===== src/rtl/rrq_pkg.sv =====
`timescale 1ns / 1ps

package rrq_pkg;

  localparam int unsigned MAX_DEPTH = 1024;
  localparam int unsigned AW        = $clog2(MAX_DEPTH);
  localparam int unsigned DW        = 32;
  localparam int unsigned CAPW      = 11;
  localparam int unsigned OUT_TDW   = 56;

  localparam logic [CAPW-1:0] START_CAP_RESET = CAPW'(50);
  localparam logic [CAPW:0]   MAX_DEPTH_W     = (CAPW+1)'(MAX_DEPTH);

  // Register indexes on the configuration port.
  localparam logic REG_START_CAP = 1'b0;

  typedef enum logic {
    OP_ENQ = 1'b0,
    OP_DEQ = 1'b1
  } op_e;

  typedef enum logic [1:0] {
    STATUS_OK    = 2'd0,
    STATUS_EMPTY = 2'd1,
    STATUS_FULL  = 2'd2
  } status_e;

  typedef enum logic [2:0] {
    ST_IDLE,
    ST_EXEC,
    ST_DEQ,
    ST_COPY,
    ST_PUT,
    ST_OUT
  } state_e;

  typedef struct packed {
    logic            we;
    logic [CAPW-1:0] cap;
  } cfg_t;

  typedef struct packed {
    logic          we;
    logic [AW-1:0] waddr;
    logic [DW-1:0] wdata;
    logic [AW-1:0] raddr;
  } mem_req_t;

  // Capacity is kept between one and the physical depth.
  function automatic logic [CAPW-1:0] limit_capacity(input logic [CAPW-1:0] v);
    logic [CAPW-1:0] r;
    if (v == '0) begin
      r = CAPW'(1);
    end else if ({1'b0, v} > MAX_DEPTH_W) begin
      r = MAX_DEPTH_W[CAPW-1:0];
    end else begin
      r = v;
    end
    return r;
  endfunction

endpackage


===== src/rtl/rrq_cfg.sv =====
`timescale 1ns / 1ps

module rrq_cfg (
  input  logic          clk_i,
  input  logic          rst_ni,
  input  logic          psel,
  input  logic          penable,
  input  logic          pwrite,
  input  logic [2:0]    paddr,
  input  logic [31:0]   pwdata,
  output logic [31:0]   prdata,
  output logic          pready,
  output rrq_pkg::cfg_t cfg_o
);

  import rrq_pkg::*;

  logic [CAPW-1:0] start_cap_q, start_cap_d;
  logic            wr_en;
  logic            sel_start;

  assign pready    = 1'b1;
  assign sel_start = (paddr[2] == REG_START_CAP);
  assign wr_en     = psel & penable & pwrite & pready & sel_start;

  always_comb begin
    start_cap_d = start_cap_q;
    if (wr_en) begin
      start_cap_d = pwdata[CAPW-1:0];
    end
  end

  always_ff @(posedge clk_i or negedge rst_ni) begin
    if (!rst_ni) begin
      start_cap_q <= START_CAP_RESET;
    end else begin
      start_cap_q <= start_cap_d;
    end
  end

  assign prdata    = sel_start ? {{(32-CAPW){1'b0}}, start_cap_q} : '0;
  assign cfg_o.we  = wr_en;
  assign cfg_o.cap = limit_capacity(pwdata[CAPW-1:0]);

endmodule


===== config.mk =====
export PLATFORM = sky130hd
export DESIGN_NAME = rrq_cfg
export DESIGN_NICKNAME = d
export VERILOG_FILES = /design/src/rtl/rrq_pkg.sv /design/src/rtl/rrq_cfg.sv
export SDC_FILE = /design/constraint.sdc
export NUM_CORES = 1
export LEC_CHECK = 0
export ABC_AREA = 1
export BUFFER_PORTS_ARGS = -buffer_cell sky130_fd_sc_hd__buf_2
export CAP_MARGIN = 10
export CELL_PAD_IN_SITES_DETAIL_PLACEMENT = 1
export CELL_PAD_IN_SITES_GLOBAL_PLACEMENT = 1
export CORE_UTILIZATION = 22
export DETAILED_ROUTE_END_ITERATION = 12
export PLACE_DENSITY_LB_ADDON = 0.08
export SETUP_SLACK_MARGIN = 0.5
export SLEW_MARGIN = 5
export SYNTH_ARGS = -nofsm -noshare
export SYNTH_HDL_FRONTEND = slang
export SYNTH_SLANG_ARGS = --single-unit

===== constraint.sdc =====
create_clock -name clk_i -period 1.7 [get_ports clk_i]
set_clock_uncertainty 0.2 [all_clocks]
set_input_delay 0.51 -clock clk_i [delete_from_list [all_inputs] [get_ports clk_i]]
set_output_delay 0.51 -clock clk_i [all_outputs]
set_load 0.1 [all_outputs]

## Word-level counts from Yosys, hierarchy flattened

Cells that the tools add are included.

- Register bits after elaboration: 11
- Output and inout bits: 45
- Logic and storage cells: 10

- Bitwise gates (word level): 4
- $lt $le $gt $ge: 1
- Multiplexer cells: 3
- Reductions and logical operators: 1

Operator list:

| kind | count |
|---|---|
| $mux 11 | 3 |
| $gt 11x11->1 const B | 1 |
| $logic_not 11->1 | 1 |
| $and 1x1->1 | 3 |
| $not 1->1 | 1 |

## Depth between registers and ports, before layout

- Word-level depth: 3
- Mapped depth: 7
- Depth with buffers taken out: 7

## Worst setup path after synthesis

No wires, ideal clock.

- Path type: input-to-output
- Start point: input port pwdata[5]
- End point: output port cfg_o[1] (netlist name)
- Stages on the path: 5
- Path slack: -1191 ps
- Arrival time: 2181 ps
- Data required time: 990 ps
- Cells stage by stage: nor2_1 > nand3_1 > nor2_2 > nor2_4 > nor2_1

RTL lines:

| element | RTL line | source |
|---|---|---|
| from (decl) | rrq_cfg.sv:10 | `input logic [31:0] pwdata,` |
| to (decl) | rrq_cfg.sv:13 | `output rrq_pkg::cfg_t cfg_o` |

==> key figures <==
Finish
  • Most flop-heavy register: start_cap_q
  • Most common cell after layout, fill and taps aside: buf_12
  • Design Area, Final: between 2000 and 2500 µm²
  • P&R area growth vs syn: 147%
  • Commonest non-fill, non-tap cells in the layout: buf_12 (28), nor2_4 (27), conb_1 (22)
  • Max reg flops: 11
  • N_diodes: 0
  • Post-Layout Cell Count: roughly 240
  • Share of cells above drive strength 1: about 73%
  • Finished Core Util: about three fifths
  • Largest regs: start_cap_q: 11 flops
  • Fin nets: 234
  • Fillers: about 420

Clock network
  • Num Clock Sinks: 11
  • CTS buffer count: 3
  • Clk slew on worst S/H paths: about 0.06 ns
  • Worst-Skew Late Latency: about 0.24 ns
  • CTS tree: done
  • CTS Buffer Depth: 2
  • Htree depth: 1
  • CTS Root Cell: clkbuf_8

Worst hold path
  • Worst hold path startpoint: start_cap_q[4]
  • Worst hold path type: reg -> reg

Route
  • Avg WL per Cell: between 10 and 15 µm
  • Drt drc: 0
  • Vias per Instance: a little under 4
  • TritonRoute pass-1 iters: 4
  • Routed Antenna Nets: 0
  • Vias: 957
  • Wirelength, routed: 3220 µm
  • 1st-iter DRT viols: 9

Worst setup path
  • Critical Path RT: 0.99 ns
  • CP Capture Type: output pin
  • Worst Setup Start Kind: input port
  • Crit path arrival time: roughly 1.5 ns
  • Max FO, Critical Path: 7
  • CP startpoint: pwdata[3]
  • Critical path class: in -> out
  • R2R Path Start: start_cap_q[1]

Synthesis
  • Sequential share of the synthesized area: 31.3%
  • Top cells by area, synth: dfrtp_1 (22%), buf_4 (19%), o21ai_2 (11%), inv_1 (11%), nor2_1 (10%)
  • Top-area cell type share of the netlist area: ~22%
  • Gate Count Post-Synth: 125
  • Synth Warn #: 0
  • Flops & latches, synth: 11
  • Biggest area consumer among synthesized cells: dfrtp_1
  • Synthesized area per cell: 7.13 µm²
  • Yosys cell types: 17
  • Post-Synthesis Cell Area: approximately 900 µm²

STA
  • Final setup margin: -0.506 ns
  • RSZ-0062 raised after global routing: yes
  • Pins Over Slew Limit: 0
  • Tcrit/Tclk final: 130%
  • Highest Clock Rate: ~450 MHz
  • Crit path time final: 2.21 ns
  • Worst hold slack: between 0.2 and 0.3 ns
  • Hold Vio Cnt, Final: 0
  • Setup violators final: 22

Place
  • Port Buf Inserts: 39
  • Placed inst area: around 1800 µm²
  • Post-DP HPWL: approximately 2100 µm
  • Gpl congestion: slightly above 0.7
  • Post-Place Cells: 222

Outcome
  • Failing checks: setup timing
  • Status: complete, but fails checks

Power and ir drop
  • Power Density: 831 nW/µm²
  • LEAKAGE: 0.994 nW
  • Maximum vdd drop: between 300 and 400 µV

Floorplanning
  • Core Box Area: 3770 µm²
  • DIE AREA: roughly 4300 µm²
  • Cell Rows: 22
  • Num ports: 85
  • Die width: ~66 µm
  • Starting Density: approximately a quarter
  • Chip Height: roughly 66 µm

Global route
  • First-pass GRT wire length: ~5000 µm
  • Overall global routing resource usage: between 15 and 20%
  • Gr ovfl total: 0
  • Vias in the first global route: slightly above 1000
  • Initial antenna violation count: 0
  • Largest net degree at the start of global routing: 12

Run
  • Max_cap viols: 0
cells in the mapped netlist:
cell type and instances:
nand2_1 16, buf_2 1, nor2_4 1, nor2_2 3
conb_1 2, clkbuf_1 1, inv_1 25, buf_4 23
nor2_1 24, nor3_1 1, o21ai_2 11, dfstp_2 3
nand3_1 2, nand3_2 1, buf_6 2, dfrtp_1 8
o21ai_0 1
kinds of logic (layout without fill, tap and decap cells):
logic type	after synthesis	count (layout)	synth area share, %
AND/OR/NAND/NOR	48	48	23.0
buffers and inverters	52	100	33.4
flip-flops	11	11	31.3
other	2	22	0.843
AO/OA/AOI/OAI	12	12	11.4
routing by layer:
metal	track usage (%)	share of wire, %	vias up
li1	-	-	456
met4	6.52	1.7	0
met5	0	0	-
met2	30.4	55	46
met3	1.56	5.7	5
met1	16.9	37	450
per-stage QoR:
stage	power, mW	setup WS (ns)	TNS, ns
floorplan	1.15	-0.444	-4.89
global placement	1.39	-0.517	-5.51
detailed placement	1.41	-0.536	-5.78
CTS	1.79	-0.490	-4.75
global route	1.89	-0.538	-5.65
finish	1.83	-0.506	-5.10
power breakdown:
group	internal [mW]	leakage (nW)	switching [mW]
clock	0.166	0.0228	0.114
combinational	0.404	0.839	0.783
sequential	0.321	0.132	0.0442
total	0.891	0.994	0.941
critical path, cell delays in order:
cell,delay [ns]
buf_8,0.10
nor2_4,0.13
nand3_2,0.12
nor2_4,0.14
nor2_4,0.05
buf_12,0.15
nor2_4,0.11
buf_12,0.18
cell type report:
type | instances | area (µm²) | share of cell area, %
clock buffer | 4 | 45.0 | 2.04
multi-input combinational | 82 | 677 | 30.7
sequential | 11 | 279 | 12.7
inverter | 25 | 124 | 5.62
timing repair buffer | 71 | 1020 | 46.2
tap | 48 | 60.1 | 2.73
worst paths after layout:
| path | to | cells past startpoint | slack [ns] |
|---|---|---|---|
| max in group asynchronous | start_cap_q[5] | 2 | 0.60 |
| min | start_cap_q[4] | 2 | 0.28 |
| min in group asynchronous | start_cap_q[3] | 2 | 0.46 |
| max reg2reg | start_cap_q[1] | 3 | 0.68 |
| min reg2reg | start_cap_q[4] | 2 | 0.28 |
| max | cfg_o[7] | 8 | -0.51 |
repair_timing:
| item | in CTS | in global routing |
|---|---|---|
| endpoints found under the hold margin | 8 | 0 |
| pin swaps | 21 | 10 |
| hold buffers | 1 | 0 |
| setup buffers | 6 | 5 |
| setup endpoints to repair | 34 | 36 |
| cloned | 3 | 0 |
| resized for setup | 54 | 11 |
Power figures use the tool's default switching activity.
