--- src/rtl/rrq_pkg.sv ---
`timescale 1ns / 1ps

package rrq_pkg;

  localparam int unsigned MAX_DEPTH = 1024;
  localparam int unsigned AW        = $clog2(MAX_DEPTH);
  localparam int unsigned DW        = 32;
  localparam int unsigned CAPW      = 11;
  localparam int unsigned OUT_TDW   = 56;

  localparam logic [CAPW-1:0] START_CAP_RESET = CAPW'(50);
  localparam logic [CAPW:0]   MAX_DEPTH_W     = (CAPW+1)'(MAX_DEPTH);

  // Register indexes on the configuration port.
  localparam logic REG_START_CAP = 1'b0;

  typedef enum logic {
    OP_ENQ = 1'b0,
    OP_DEQ = 1'b1
  } op_e;

  typedef enum logic [1:0] {
    STATUS_OK    = 2'd0,
    STATUS_EMPTY = 2'd1,
    STATUS_FULL  = 2'd2
  } status_e;

  typedef enum logic [2:0] {
    ST_IDLE,
    ST_EXEC,
    ST_DEQ,
    ST_COPY,
    ST_PUT,
    ST_OUT
  } state_e;

  typedef struct packed {
    logic            we;
    logic [CAPW-1:0] cap;
  } cfg_t;

  typedef struct packed {
    logic          we;
    logic [AW-1:0] waddr;
    logic [DW-1:0] wdata;
    logic [AW-1:0] raddr;
  } mem_req_t;

  // Capacity is kept between one and the physical depth.
  function automatic logic [CAPW-1:0] limit_capacity(input logic [CAPW-1:0] v);
    logic [CAPW-1:0] r;
    if (v == '0) begin
      r = CAPW'(1);
    end else if ({1'b0, v} > MAX_DEPTH_W) begin
      r = MAX_DEPTH_W[CAPW-1:0];
    end else begin
      r = v;
    end
    return r;
  endfunction

endpackage

--- src/rtl/rrq_ctrl.sv ---
`timescale 1ns / 1ps

module rrq_ctrl (
  input  logic                  clk_i,
  input  logic                  rst_ni,
  input  rrq_pkg::cfg_t         cfg_i,
  input  logic                  s_axis_tvalid,
  output logic                  s_axis_tready,
  input  logic [31:0]           s_axis_tdata,
  input  logic [0:0]            s_axis_tuser,
  output logic                  m_axis_tvalid,
  input  logic                  m_axis_tready,
  output logic [55:0]           m_axis_tdata,
  output logic [1:0]            m_axis_tuser,
  output rrq_pkg::mem_req_t     mem_req_o [2],
  input  logic [rrq_pkg::DW-1:0] mem_rdata_i [2]
);

  import rrq_pkg::*;

  state_e          state_q, state_d;
  op_e             op_q, op_d;
  logic [DW-1:0]   din_q, din_d;
  logic [AW-1:0]   wr_q, wr_d, rd_q, rd_d, src_q, src_d;
  logic [CAPW-1:0] cnt_q, cnt_d, cap_q, cap_d, newcap_q, newcap_d;
  logic [CAPW-1:0] icnt_q, icnt_d, ocnt_q, ocnt_d;
  logic            bank_q, bank_d, pend_q, pend_d;
  logic [DW-1:0]   res_data_q, res_data_d;
  status_e         res_status_q, res_status_d;
  logic            m_valid_q, m_valid_d;
  logic [55:0]     m_data_q, m_data_d;
  logic [1:0]      m_user_q, m_user_d;
  mem_req_t        req_act, req_oth;
  logic [DW-1:0]   rdata_act;
  logic            slot_free, accept;
  logic [CAPW-1:0] cnt_dec;
  logic [AW-1:0]   rd_inc;
  logic [CAPW:0]   cap_dbl;

  function automatic logic [AW-1:0] wrap_inc(input logic [AW-1:0] idx,
                                             input logic [CAPW-1:0] cap);
    logic [CAPW-1:0] nxt;
    nxt = CAPW'(idx) + CAPW'(1);
    return (nxt == cap) ? '0 : nxt[AW-1:0];
  endfunction

  assign slot_free     = !m_valid_q || m_axis_tready;
  assign s_axis_tready = (state_q == ST_IDLE) || ((state_q == ST_OUT) && slot_free);
  assign accept        = s_axis_tvalid && s_axis_tready;
  assign rdata_act     = mem_rdata_i[bank_q];
  assign cnt_dec       = cnt_q - CAPW'(1);
  assign rd_inc        = wrap_inc(rd_q, cap_q);
  assign cap_dbl       = {cap_q, 1'b0};

  // The active bank holds the queue; a resize copies it in order into the
  // other bank and then swaps the two.
  always_comb begin
    mem_req_o[0] = bank_q ? req_oth : req_act;
    mem_req_o[1] = bank_q ? req_act : req_oth;
  end

  always_comb begin
    state_d      = state_q;
    op_d         = op_q;
    din_d        = din_q;
    wr_d         = wr_q;
    rd_d         = rd_q;
    src_d        = src_q;
    cnt_d        = cnt_q;
    cap_d        = cap_q;
    newcap_d     = newcap_q;
    icnt_d       = icnt_q;
    ocnt_d       = ocnt_q;
    bank_d       = bank_q;
    pend_d       = 1'b0;
    res_data_d   = res_data_q;
    res_status_d = res_status_q;
    m_data_d     = m_data_q;
    m_user_d     = m_user_q;
    m_valid_d    = m_valid_q && !m_axis_tready;
    req_act      = '0;
    req_oth      = '0;

    unique case (state_q)
      ST_IDLE: begin
      end
      ST_EXEC: begin
        res_data_d   = '0;
        res_status_d = STATUS_OK;
        if (op_q == OP_ENQ) begin
          if (cnt_q < cap_q) begin
            req_act.we    = 1'b1;
            req_act.waddr = wr_q;
            req_act.wdata = din_q;
            wr_d          = wrap_inc(wr_q, cap_q);
            cnt_d         = cnt_q + CAPW'(1);
            state_d       = ST_OUT;
          end else if (cap_dbl > MAX_DEPTH_W) begin
            res_status_d = STATUS_FULL;
            state_d      = ST_OUT;
          end else begin
            newcap_d = cap_dbl[CAPW-1:0];
            src_d    = rd_q;
            icnt_d   = '0;
            ocnt_d   = '0;
            state_d  = ST_COPY;
          end
        end else begin
          if (cnt_q == '0) begin
            res_status_d = STATUS_EMPTY;
            state_d      = ST_OUT;
          end else begin
            req_act.raddr = rd_q;
            state_d       = ST_DEQ;
          end
        end
      end
      ST_DEQ: begin
        res_data_d = rdata_act;
        rd_d       = rd_inc;
        cnt_d      = cnt_dec;
        if ((cnt_dec != '0) && (cnt_dec <= (cap_q >> 2))) begin
          newcap_d = cap_q >> 1;
          src_d    = rd_inc;
          icnt_d   = '0;
          ocnt_d   = '0;
          state_d  = ST_COPY;
        end else begin
          state_d = ST_OUT;
        end
      end
      ST_COPY: begin
        // Read one word per cycle; the word read last cycle is written now.
        if (icnt_q < cnt_q) begin
          req_act.raddr = src_q;
          src_d         = wrap_inc(src_q, cap_q);
          icnt_d        = icnt_q + CAPW'(1);
          pend_d        = 1'b1;
        end
        if (pend_q) begin
          req_oth.we    = 1'b1;
          req_oth.waddr = ocnt_q[AW-1:0];
          req_oth.wdata = rdata_act;
          ocnt_d        = ocnt_q + CAPW'(1);
        end
        if ((icnt_q == cnt_q) && !pend_q) begin
          bank_d  = !bank_q;
          cap_d   = newcap_q;
          rd_d    = '0;
          wr_d    = cnt_q[AW-1:0];
          state_d = (op_q == OP_ENQ) ? ST_PUT : ST_OUT;
        end
      end
      ST_PUT: begin
        req_act.we    = 1'b1;
        req_act.waddr = wr_q;
        req_act.wdata = din_q;
        wr_d          = wrap_inc(wr_q, cap_q);
        cnt_d         = cnt_q + CAPW'(1);
        state_d       = ST_OUT;
      end
      ST_OUT: begin
        if (slot_free) begin
          m_valid_d = 1'b1;
          m_data_d  = {{(OUT_TDW-DW-2*CAPW){1'b0}}, cnt_q, cap_q, res_data_q};
          m_user_d  = res_status_q;
          state_d   = ST_IDLE;
        end
      end
      default: begin
        state_d = ST_IDLE;
      end
    endcase

    if (accept) begin
      op_d    = op_e'(s_axis_tuser[0]);
      din_d   = s_axis_tdata;
      state_d = ST_EXEC;
    end

    // Write configuration only in idle (unchecked); it empties the queue.
    if (cfg_i.we) begin
      wr_d  = '0;
      rd_d  = '0;
      cnt_d = '0;
      cap_d = cfg_i.cap;
    end
  end

  always_ff @(posedge clk_i or negedge rst_ni) begin
    if (!rst_ni) begin
      state_q   <= ST_IDLE;
      wr_q      <= '0;
      rd_q      <= '0;
      cnt_q     <= '0;
      cap_q     <= limit_capacity(START_CAP_RESET);
      bank_q    <= 1'b0;
      pend_q    <= 1'b0;
      m_valid_q <= 1'b0;
    end else begin
      state_q   <= state_d;
      wr_q      <= wr_d;
      rd_q      <= rd_d;
      cnt_q     <= cnt_d;
      cap_q     <= cap_d;
      bank_q    <= bank_d;
      pend_q    <= pend_d;
      m_valid_q <= m_valid_d;
    end
  end

  always_ff @(posedge clk_i) begin
    op_q         <= op_d;
    din_q        <= din_d;
    src_q        <= src_d;
    newcap_q     <= newcap_d;
    icnt_q       <= icnt_d;
    ocnt_q       <= ocnt_d;
    res_data_q   <= res_data_d;
    res_status_q <= res_status_d;
    m_data_q     <= m_data_d;
    m_user_q     <= m_user_d;
  end

  assign m_axis_tvalid = m_valid_q;
  assign m_axis_tdata  = m_data_q;
  assign m_axis_tuser  = m_user_q;

endmodule

--- config.mk ---
export PLATFORM = sky130hd
export DESIGN_NAME = rrq_ctrl
export DESIGN_NICKNAME = d
export VERILOG_FILES = /design/src/rtl/rrq_pkg.sv /design/src/rtl/rrq_ctrl.sv
export SDC_FILE = /design/constraint.sdc
export NUM_CORES = 1
export LEC_CHECK = 0
export ABC_AREA = 1
export BUFFER_PORTS_ARGS = -buffer_cell sky130_fd_sc_hd__buf_2
export CAP_MARGIN = 20
export CORE_MARGIN = 5
export CORE_UTILIZATION = 55
export CTS_BUF_LIST = sky130_fd_sc_hd__clkbuf_16
export CTS_CLUSTER_SIZE = 14
export DETAILED_ROUTE_END_ITERATION = 7
export GPL_TIMING_DRIVEN = 0
export PLACE_DENSITY_LB_ADDON = 0.08
export SETUP_SLACK_MARGIN = 0.15
export SLEW_MARGIN = 20
export SYNTH_ARGS = -nofsm -noshare
export SYNTH_HDL_FRONTEND = slang
export SYNTH_SLANG_ARGS = --single-unit
--- constraint.sdc ---
create_clock -name clk_i -period 4.1 [get_ports clk_i]
set_clock_uncertainty 0.15 [all_clocks]
set_input_delay 0.82 -clock clk_i [delete_from_list [all_inputs] [get_ports clk_i]]
set_output_delay 0.82 -clock clk_i [all_outputs]
set_load 0.005 [all_outputs]
Word level (Yosys, flattened, before mapping)

Index checks and enable logic that the tools add are counted.

Register bits after elaboration: 214
Logic and storage cells: 153
Bits of input ports: 113
Output and inout bits: 166

Bitwise gates (word level): 1
Magnitude comparators: 5
Reductions and logical operators: 31
Equality and inequality tests: 21
$add $sub $neg: 7
Muxes and demuxes: 70

Operators by type and width:

| kind                                                                    | number |
|---|---|
| 11-bit 2-to-1 mux                                                       | 16 |
| 43-bit 2-to-1 mux                                                       | 4 |
| 10-bit 2-to-1 mux                                                       | 17 |
| 53-bit 2-to-1 mux                                                       | 2 |
| 11-bit case mux with 3 select lines                                     | 3 |
| 32-bit 2-to-1 mux                                                       | 3 |
| 43-bit case mux with 2 select lines                                     | 1 |
| 32-bit case mux with 2 select lines                                     | 1 |
| 10-bit case mux with 3 select lines                                     | 2 |
| 11-bit == test                                                          | 4 |
| 10-bit case mux with 2 select lines                                     | 2 |
| 10-bit by 1-bit adder with 11-bit output (second input constant)        | 3 |
| 11-bit by 1-bit adder with 11-bit output (second input constant)        | 3 |
| 3-bit 2-to-1 mux                                                        | 8 |
| 11-bit < comparator                                                     | 2 |
| 11-bit case mux with 2 select lines                                     | 1 |
| 3-bit case mux with 6 select lines                                      | 1 |
| 3-bit inequality test (second input constant)                           | 5 |
| 2-bit inequality test (second input constant)                           | 7 |
| 12-bit by 11-bit > comparator with 1-bit output (second input constant) | 1 |
| 6-bit AND reduction                                                     | 2 |
| 11-bit by 9-bit <= comparator with 1-bit output                         | 1 |
| 11-bit logical NOT                                                      | 1 |
| 11-bit nonzero test                                                     | 1 |
| other kinds (19)                                                        | 44 |

Longest topological paths before layout

Word-level depth: 7
Gate-level depth with buffers: 16
Gate-level depth less buffers: 16

Worst setup path before layout

Ideal clock, no wire load.

Path type: input to register
From: in m_axis_tready
To: reg m_data_q[0], in the netlist m_axis_tdata[0] (enable)
Buffers on the path: 0
Cell stages on the path: 2
Data arrival time: 3.222 ns
Setup slack: 0.257 ns
Setup time: 0.470 ns
Data required time: 3.480 ns
Cell sequence: nor2_1 > nor2_1

Cells in the longest elaborated chain, start to end: 2

Ends and longest elaborated chain:

| what                                 | RTL line        | RTL |
|---|---|---|
| start: declaration                   | rrq_ctrl.sv:12  | `input logic m_axis_tready,` |
| 1-bit logical OR                     | rrq_ctrl.sv:47  | `assign slot_free = !m_valid_q \|\| m_axis_tready;` |
| 2-bit AND reduction (no source line) | -               |  |
| end signal: assignment               | rrq_ctrl.sv:221 | `m_data_q <= m_data_d;` |
| end: declaration                     | rrq_ctrl.sv:31  | `logic [55:0] m_data_q, m_data_d;` |

Every way passes these cells.
A chain may end at the register's enable or synchronous reset.

==> implementation parameters <==
Parameter                              Value

Finish
  Count of nets after finishing ... around 2000
  Fraction of final layout cells with drive strength greater than 1 ... 0.267
  Final Instance Area ... 15500 um2
  Post-synthesis to final-layout area growth ... 27.5%
  Filler-free cell count of the finished design ... 2143
  Final core utilization ... 0.712
  Fill cell count ... 1800

Worst setup path
  Crit path buffers/inverters ... 5
  Most Frequent Cell on Critical Path ... sky130_fd_sc_hd__nand2_2
  Worst-path fanout max ... 5
  Endpoint class of the critical path ... primary output
  Critical Path, Cell by Cell ... clkinvlp_4, ha_1, nand2_2, nor2_1, nand3_1, nand4_1, o21ai_4, inv_4, nor2_4, buf_6, clkbuf_16, nand2_2, nand2_1, buf_2
  Depth of the worst register-to-register path ... 15
  Top cell family by delay on the critical path ... simple AND/OR/NAND/NOR gates
  R2R Path End ... newcap_q[7]
  Flop2flop setup slack ... 0.33 ns
  Peak per-stage delay on the critical path ... about 0.61 ns
  Path type of the worst setup path ... flop to primary output
  Depth of the critical timing path with buffers and inverters included ... 14
  Startpoint type of the worst setup path ... flop
  Worst path required time ... roughly 3.1 ns
  Reg2reg start ... cnt_q[0]
  Slowest library cell on the worst path ... sky130_fd_sc_hd__dfstp_2
  Signal arrival time at the worst endpoint ... 3.07 ns
  Start point of the critical path ... cap_q[5]
  Crit path to ... mem_req_o[86]

Floorplanning
  Number of ports placed on the die boundary ... 279
  Initial Util ... 0.558
  Area inside the core boundary ... around 22000 um2
  Total die area ... 25200 um2
  Die W ... ~160 um
  Placement row count ... 54
  Die height ... between 150 and 200 um

Clock network
  Depth of the CTS H-tree ... 1
  Maximum number of buffers from clock root to sink ... 3
  Clock insertion delay at the later pin of the skew report ... 0.53 ns
  Cell at the root of the clock tree ... sky130_fd_sc_hd__clkbuf_16
  TritonCTS clock tree ... yes
  CTS clock-pin slew for the worst setup and hold paths ... 0.06 ns
  Num Clock Sinks ... 213
  Number of clock buffers inserted by TritonCTS ... 24
  CTS Hold Bufs ... 0

STA
  Worst slew margin ... 0.441
  Final hold viol count ... 0
  Worst-case setup margin in the final layout ... 0.0639 ns
  Count of pins over their slew limit ... 0
  Peak clock frequency supported by timing ... 0.248 GHz
  Worst Hold Margin ... 0.166 ns
  Final critical-path required period ... between 4 and 5 ns
  Setup-failing EPs final ... 0
  Setup TNS ... 0 ns
  Slew at the pin closest to its max-slew limit ... 0.835 ns
  RSZ-0062 raised after global routing ... yes
  Final worst-path cycle share ... 0.984

Logic synthesis
  Most common cell in the synthesized netlist ... sky130_fd_sc_hd__nand2_1
  Share of the synthesized area in the top cell type ... 0.407
  Flip-flop and latch count after synthesis ... 213
  Number of instances in the synthesized netlist ... 1502
  Number of warnings printed during yosys synthesis ... 0
  Number of enable-type register cells in the synthesized netlist ... 165
  Top_reg_cell synth ... sky130_fd_sc_hd__edfxtp_1
  Top cells by instance count after synthesis ... sky130_fd_sc_hd__nand2_1 (547), sky130_fd_sc_hd__edfxtp_1 (165), sky130_fd_sc_hd__nor2_1 (131)
  Library cells used by synthesis ... 40
  Average instance area after synthesis ... around 8.1 um2
  Synth area leader ... sky130_fd_sc_hd__edfxtp_1
  Post-Syn Area ... 12200 um2
  Cells taking the most area after synthesis ... sky130_fd_sc_hd__edfxtp_1 (41%), sky130_fd_sc_hd__nand2_1 (17%), sky130_fd_sc_hd__dfrtp_1 (9.2%), sky130_fd_sc_hd__nand3_1 (5.1%), sky130_fd_sc_hd__nor2_1 (4.0%)
  Asr flop ratio synth ... 0.225
  Sequential-to-total area share from yosys stat ... 0.506

Place
  Weighted congestion reported at the end of routability-driven placement ... about 0.98
  Cell Area, Placed ... 14000 um2
  Count of buffers from port buffering ... roughly 280
  Number of placed cells counting well taps ... 2063
  HPWL after detailed placement ... 29600 um
  DP Worst Slack ... 0.00706 ns

Detailed routing
  Vias per inst ... 5.71
  Average detailed-routed wire length per instance ... 19.5 um
  Total DRC errors in the routed layout ... 0
  DRT Wirelength ... 41800 um
  Drt first-iter violations ... between 1000 and 1500
  Detailed Routing Iterations Pass 1 ... 5
  Vias after detailed routing ... 12200
  Antenna Violating Nets Remaining ... 0

GRT
  Total grt overflow ... 0
  Number of antenna violations at the first check in global routing ... 1
  Largest net degree at the start of global routing ... 49
  Total global-route track usage ... 0.310
  Global-route wire length before repair ... 62900 um
  Via count of the first global-routing pass ... 11500

Power
  Standby leakage power ... 7.30 nW
  Power density over cell area ... 637 nW/um2
  Total power draw ... just under 10 mW
  Peak ir drop on the vdd network ... about 0.00054 V

Worst hold path
  Worst hold-check path type ... input port to asynchronous set/reset pin

Status
  Status ... complete, no violations

Flow run
  Max Cap Viol ... 0
## cell type report
type | count | area [um2] | area share
Sequential cell | 213 | 6170 | 0.398
Tap cell | 280 | 350 | 0.0226
Buffer | 66 | 382 | 0.0246
Clock buffer | 24 | 601 | 0.0387
Clock inverter | 19 | 115 | 0.00741
Inverter | 104 | 422 | 0.0272
Multi-Input combinational cell | 1120 | 5610 | 0.361
Antenna cell | 2 | 5.00 | 0.000322
Timing Repair Buffer | 315 | 1870 | 0.120
## state kept, by name, summed over array words and instances (netlist names), 2 cells and up
register	cells
res_status_q	2
icnt_q	11
newcap_q	11
src_q	10
ocnt_q	10
res_data_q	32
din_q	32
cap_q	11
state_q	3
wr_q	10
m_axis_tuser	2
cnt_q	11
rd_q	10
m_axis_tdata	54
## power breakdown
group	switching, mW	leakage [nW]	internal (mW)
logic	2.66	4.72	1.49
registers	0.516	2.19	3.24
clock network	0.873	0.387	1.12
## per-layer routing
layer  up-vias  share of wire  track usage
met5         -              0            0
met4         0          0.038        0.108
met3       126           0.10       0.0513
met2       723           0.46        0.500
met1      5678           0.40        0.427
li1       5719              -            -
## worst reg2reg max path, stage by stage (launching register included)
cell and delay, ns:
sky130_fd_sc_hd__dfrtp_1 0.53, sky130_fd_sc_hd__inv_2 0.23, sky130_fd_sc_hd__ha_1 0.23, sky130_fd_sc_hd__nand2_1 0.10, sky130_fd_sc_hd__nor2_1 0.26, sky130_fd_sc_hd__xor2_1 0.28
sky130_fd_sc_hd__ha_1 0.31, sky130_fd_sc_hd__nand4_1 0.11, sky130_fd_sc_hd__nor2_1 0.06, sky130_fd_sc_hd__nand2_1 0.06, sky130_fd_sc_hd__nand3_1 0.07, sky130_fd_sc_hd__nand2_1 0.10
sky130_fd_sc_hd__nand3_1 0.12, sky130_fd_sc_hd__nand2_1 0.10, sky130_fd_sc_hd__nand2_1 0.15, sky130_fd_sc_hd__nor2_2 0.52
## worst min-delay path by stage
stage | startpoint | end | slack, ns | cells past startpoint
global route | rst_ni | rd_q[8] | 0.23 | 1
global placement | res_data_q[26] | m_axis_tdata[26] | 0.25 | 0
detailed placement | res_data_q[18] | m_axis_tdata[18] | 0.25 | 0
floorplan | res_data_q[0] | m_axis_tdata[0] | 0.25 | 0
finish | rst_ni | rd_q[7] | 0.17 | 1
CTS | rst_ni | rd_q[7] | 0.19 | 1
## repair_timing
action                     4_1_cts  5_1_grt
gates cloned                     1        4
hold endpoints to repair         0        0
buffers inserted                24        6
setup endpoints to repair      104      134
pin swaps                        3       16
gates resized for setup         48      110
## cell families after synthesis
logic type               after synthesis  share of synthesized area
AO/OA/AOI/OAI                        199                     0.0918
XOR/XNOR                              21                     0.0151
flip-flops                           213                      0.506
adder cells (fa/ha/maj)               39                     0.0401
other                                  1                   0.000308
buffers and inverters                170                     0.0572
AND/OR/NAND/NOR                      859                      0.290
## layout by cell type (no fill, tap or decap), drive strengths merged, types with 3 or more instances in the layout
cell	instances
a21oi	75
a22oi	13
a31oi	12
buf	344
clkbuf	61
clkinv	12
clkinvlp	7
dfrtp	45
dfstp	3
edfxtp	165
ha	39
inv	103
nand2	547
nand3	127
nand4	19
nor2	138
nor3	18
o211ai	5
o21ai	74
o21bai	15
o31ai	3
or2	4
xnor2	3
xor2	18
Power figures use the tool's default switching activity.
